`src/hdl/sft_pkg.sv`:
```
// ----------------------------------------------------------------------------
// sft_pkg
// shared types and codes of the sorted frequency table
// ----------------------------------------------------------------------------
`default_nettype none

package sft_pkg;

  localparam logic [2:0] OP_STORE  = 3'd0;
  localparam logic [2:0] OP_REMOVE = 3'd1;
  localparam logic [2:0] OP_UP     = 3'd2;
  localparam logic [2:0] OP_DOWN   = 3'd3;
  localparam logic [2:0] OP_FIND   = 3'd4;
  localparam logic [2:0] OP_SELECT = 3'd5;

  localparam logic [1:0] ST_OK   = 2'd0;
  localparam logic [1:0] ST_MISS = 2'd1;
  localparam logic [1:0] ST_FULL = 2'd2;

  localparam logic [15:0] FREQ_RSV_LO = 16'h0000;
  localparam logic [15:0] FREQ_RSV_HI = 16'hFFFF;

  typedef enum logic [2:0] {
    K_NONE,
    K_STORE,
    K_REMOVE,
    K_UP,
    K_DOWN,
    K_FIND,
    K_SELECT
  } kind_t;

  typedef struct packed {
    kind_t       kind;
    logic [15:0] freq;
    logic [5:0]  index;
  } cmd_t;

  typedef struct packed {
    logic valid;
    cmd_t cmd;
  } head_t;

  typedef struct packed {
    logic [1:0]  status;
    logic [15:0] freq;
    logic [5:0]  index;
    logic [6:0]  count;
  } res_t;

  typedef enum logic {
    S_IDLE,
    S_EXEC
  } st_t;

endpackage

`default_nettype wire

```
`src/hdl/sft_front.sv`:
```
// ----------------------------------------------------------------------------
// sft_front
// accepts request beats, classifies them and queues them for the table
// ----------------------------------------------------------------------------
`default_nettype none

module sft_front (
  input  wire logic          clk,
  input  wire logic          rst,
  input  wire logic          in_valid,
  output logic               in_ready,
  input  wire logic [2:0]    op,
  input  wire logic [15:0]   freq,
  input  wire logic [5:0]    index,
  output sft_pkg::head_t     head,
  input  wire logic          pop
);

  sft_pkg::cmd_t q [2];
  logic          wp;
  logic          rp;
  logic [1:0]    qcnt;
  sft_pkg::cmd_t cmd_in;
  logic          push;

  always_comb begin
    cmd_in.freq  = freq;
    cmd_in.index = index;
    unique case (op)
      sft_pkg::OP_STORE: begin
        if (freq == sft_pkg::FREQ_RSV_LO || freq == sft_pkg::FREQ_RSV_HI) begin
          cmd_in.kind = sft_pkg::K_NONE;
        end else begin
          cmd_in.kind = sft_pkg::K_STORE;
        end
      end
      sft_pkg::OP_REMOVE: cmd_in.kind = sft_pkg::K_REMOVE;
      sft_pkg::OP_UP:     cmd_in.kind = sft_pkg::K_UP;
      sft_pkg::OP_DOWN:   cmd_in.kind = sft_pkg::K_DOWN;
      sft_pkg::OP_FIND:   cmd_in.kind = sft_pkg::K_FIND;
      sft_pkg::OP_SELECT: cmd_in.kind = sft_pkg::K_SELECT;
      default:            cmd_in.kind = sft_pkg::K_NONE;
    endcase
  end

  assign in_ready = (qcnt != 2'd2);
  assign push     = in_valid && in_ready;
  assign head     = {(qcnt != 2'd0), q[rp]};

  always_ff @(posedge clk) begin
    if (push) begin
      q[wp] <= cmd_in;
    end
  end

  always_ff @(posedge clk) begin
    if (rst) begin
      wp   <= 1'b0;
      rp   <= 1'b0;
      qcnt <= 2'd0;
    end else begin
      if (push) begin
        wp <= ~wp;
      end
      if (pop) begin
        rp <= ~rp;
      end
      if (push && !pop) begin
        qcnt <= qcnt + 2'd1;
      end else if (pop && !push) begin
        qcnt <= qcnt - 2'd1;
      end
    end
  end

endmodule

`default_nettype wire

```
`config.mk`:
```
export PLATFORM = sky130hd
export DESIGN_NAME = sft_front
export DESIGN_NICKNAME = d
export VERILOG_FILES = /design/src/hdl/sft_pkg.sv /design/src/hdl/sft_front.sv
export SDC_FILE = /design/constraint.sdc
export NUM_CORES = 1
export LEC_CHECK = 0
export ABC_CLOCK_PERIOD_IN_PS = 2700
export BUFFER_PORTS_ARGS = -buffer_cell sky130_fd_sc_hd__buf_2
export CAP_MARGIN = 20
export CORE_MARGIN = 10
export CORE_UTILIZATION = 25
export DETAILED_ROUTE_END_ITERATION = 8
export GPL_TIMING_DRIVEN = 0
export PLACE_DENSITY_LB_ADDON = 0.15
export RECOVER_POWER = 25
export SETUP_SLACK_MARGIN = 0.2
export SYNTH_ARGS = -nofsm -noshare
export SYNTH_HDL_FRONTEND = slang
export SYNTH_SLANG_ARGS = --single-unit
```
`constraint.sdc`:
```
create_clock -name clk -period 2.7 [get_ports clk]
set_clock_uncertainty 0.05 [all_clocks]
set_input_delay 0.54 -clock clk [delete_from_list [all_inputs] [get_ports clk]]
set_output_delay 0.54 -clock clk [all_outputs]
set_load 0.02 [all_outputs]
```
==> impl_results.md <==
- Most common cell in the netlist: edfxtp_1
- Global-route wire length before repair: 7200 µm
- Pleak: roughly 0.94 nW
- Most frequent cell on the critical path: buf_2
- Dominant cells by area after synthesis: edfxtp_1 71%, mux2_2 14%, dfxtp_1 4.7%
- I/O pin count: between 50 and 60
- I/O Buffers: 55
- Period minus WS final: 2250 ps
- Area of the mapped netlist: 0.00212 mm²
- # diodes: 0
- Cell class contributing the biggest share of worst-path delay: buffers and inverters
- Number of buffers inserted during clock tree synthesis: 5
- Global-route usage over all layers: 0.0729
- Placer Congestion: between 0.7 and 0.8
- Layout cells sized above 1: 0.432
- Setup violation total in the final timing report: 0
- Drt first pass iters: 4
- Worst slew pin tran: 580 ps
- Data required, critical path: 2110 ps
- Pin count of the biggest net entering global routing: 19
- Number of distinct library cells after synthesis: 22
- Detailed placement HPWL: 3550 µm
- Class of the most critical setup path: flip-flop to output pin
- Number of global-route vias before repair: 1412
- Largest stage delay, worst path: 380 ps
- Prevailing post-synth register cell: edfxtp_1
- Class of the tightest hold or removal check: input pin to flip-flop
- Final Core Density: 0.320
- Cells along the critical path: clkbuf_2, buf_2, mux2_2, buf_2
- Critical path buffer and inverter count: 3
- DR DRC count: 0
- Number of levels in the clock H-tree: 2
- Number of hold violations in the final report: 0
- Maximum Capacitance Violations: 0
- Peak ir drop on the vdd network: about 240 µV
- Number of synthesized register bits: 55
- Critical Path Slowest Stage Cell: mux2_2
- Growth of design area from synthesis to finish: 24.3%
- Crit path capture type: output pin
- Post-synthesis sequential area ratio: 0.757
- Die extent in y: roughly 110 µm
- Initial Util: 0.258
- Count of vias placed by the detailed router: 1238
- Share of the clock period used by the worst path: 0.835
- Fill cells: 834
- RSZ-0062 raised after global routing: false
- Root Driver: clkbuf_8
- PD cells: 725 mW/mm²
- Yosys Warn Count: 0
- Detail-routed via count per cell: 4.30
- Fmax achieved: 444 MHz
- Cell accounting for the most synthesized area: edfxtp_1
- Fin worst setup slack: about 450 ps
- Violation count after the first detailed-route iteration: 47
- Syn Nets: 148
- Placeable core region: 0.00822 mm²
- Share of flip-flops with an asynchronous set or reset: 0
- Hold bufs inserted after CTS: 0
- Total placed instance area: 0.00257 mm²
- Final #Nets: 212
- Chip width: 112 µm
- Worst-path maximum fanout: 10
- GRT Residual Overflow: 0
- Most used standard cells in the synthesized netlist: 50 x edfxtp_1, 26 x mux2_2, 6 x nor2_1, 5 x dfxtp_1, 5 x nand4_1
- Data arrival time of the critical path: 1660 ps
- Total die area: 0.0125 mm²
- Cell row count: 33
- WL per Instance: 16.1 µm
- Wire length reported by the detailed router: 4640 µm
- Number of pins exceeding their max-slew limit in the final report: 0
- Antenna violations before repair: 0
- Buffer depth of the longest clock path: 2
- Insertion delay to the later sink of the worst-skew pair: 290 ps
- Worst setup SP type: flip-flop
- Sink count of the clock tree: 55
- Setup TNS: 0 ps
- EDFF count, synth: 50
- Pre-CTS setup slack: between 500 and 600 ps
- Antenna-violating nets left: 0
- Final Instance Area: roughly 0.0026 mm²
- Reg clk slew, reported paths: 80 ps
- Per-instance average area after synthesis: 17.9 µm²
- Clock tree from TritonCTS: yes
- Cell count after synthesis: 118
- Pwr Total: 0.00191 W
- Status: finished, final reports clean
- Relative slew slack: 0.613
- Yosys top cell area share: 0.709
==> area by class of cell <==
| type | instances | area, µm² | area share |
|---|---|---|---|
| plain buffers | 3 | 15.0 | 0.00570 |
| clock inverters | 1 | 5.00 | 0.00190 |
| well taps | 105 | 131 | 0.0499 |
| repair buffers | 57 | 299 | 0.114 |
| inverters | 2 | 7.51 | 0.00285 |
| clock buffers | 7 | 76.3 | 0.0290 |
| multi-input cells | 58 | 497 | 0.189 |
| flip-flops and latches | 55 | 1600 | 0.608 |
==> cells by family (layout without fill, tap and decap cells) <==
family	count (synthesis)	after routing	share of synthesized area
DFF	55	55	0.757
muxes	27	27	0.143
and+or+nand+nor	22	22	0.0562
buffers and inverters	5	70	0.0100
AOI/OAI and AO/OA	4	4	0.0118
xor gates and xnor gates	4	4	0.0166
adders and majority gates	1	1	0.00591
==> path summary, 6_finish.rpt <==
path | depth (start not counted) | slack, ps | end | from
min reg2reg | 2 | 470 | rp$_SDFFE_PP0P_ | rp$_SDFFE_PP0P_
max reg2reg | 6 | 950 | qcnt[1]$_SDFFE_PP0P_ | qcnt[0]$_SDFFE_PP0P_
max | 4 | 450 | head[14] | flip-flop
min | 1 | 380 | q[1][5]$_DFFE_PP_ | index[5]
==> placed cells by master (no fill, tap or decap) <==
| cell type | synthesis | routed |
|---|---|---|
| or3_1 | 1 | 1 |
| clkbuf_2 | 0 | 1 |
| edfxtp_1 | 50 | 50 |
| nor2_2 | 0 | 1 |
| clkinv_2 | 0 | 1 |
| nand2_1 | 2 | 2 |
| clkbuf_1 | 1 | 17 |
| inv_1 | 2 | 2 |
| nand4_1 | 5 | 5 |
| mux2_2 | 26 | 26 |
| nand2b_1 | 1 | 1 |
| nor2_1 | 6 | 5 |
| mux2i_1 | 1 | 1 |
| and3_1 | 1 | 1 |
| ha_1 | 1 | 1 |
| dfxtp_1 | 5 | 5 |
| or2_2 | 1 | 1 |
| or4_1 | 1 | 1 |
| buf_2 | 2 | 42 |
| a21oi_1 | 1 | 1 |
| xnor2_1 | 1 | 1 |
| xor2_1 | 3 | 3 |
| o21ai_0 | 1 | 1 |
| nor4_1 | 4 | 4 |
| buf_16 | 0 | 1 |
| a211oi_1 | 2 | 2 |
| buf_8 | 0 | 1 |
| clkbuf_8 | 0 | 5 |
==> report_power, final <==
group / total, W / internal, W / switching (W)
registers: 0.00108 / 0.00105 / 0.0000294
logic: 0.000416 / 0.000161 / 0.000255
clock network: 0.000416 / 0.000182 / 0.000234
==> sequential cells by signal, summed over array words and instances (netlist names), named ones only <==
signal  count
q          50
wp          1
rp          1
qcnt        2
==> timing repair <==
action,4_1_cts,5_1_grt
gates resized for setup,1,0
endpoints found under the setup margin,2,0
buffers inserted,0,0
hold endpoints to repair,0,0
==> through the flow <==
step           cells  hold slack [ps]
3_3_place_gp     278              427
6_report         288              382
2_1_floorplan    118              411
4_1_cts          288              368
3_5_place_dp     280              451
5_1_grt          288              363
==> per-layer routing <==
layer | GRT usage | up-vias | part of all wire
met5 | 0 | - | 0
met4 | 0.0228 | 0 | 0.0091
met3 | 0.0346 | 4 | 0.075
met2 | 0.125 | 41 | 0.50
met1 | 0.0774 | 607 | 0.41
li1 | - | 586 | -
(Power assumes the default switching activity.)
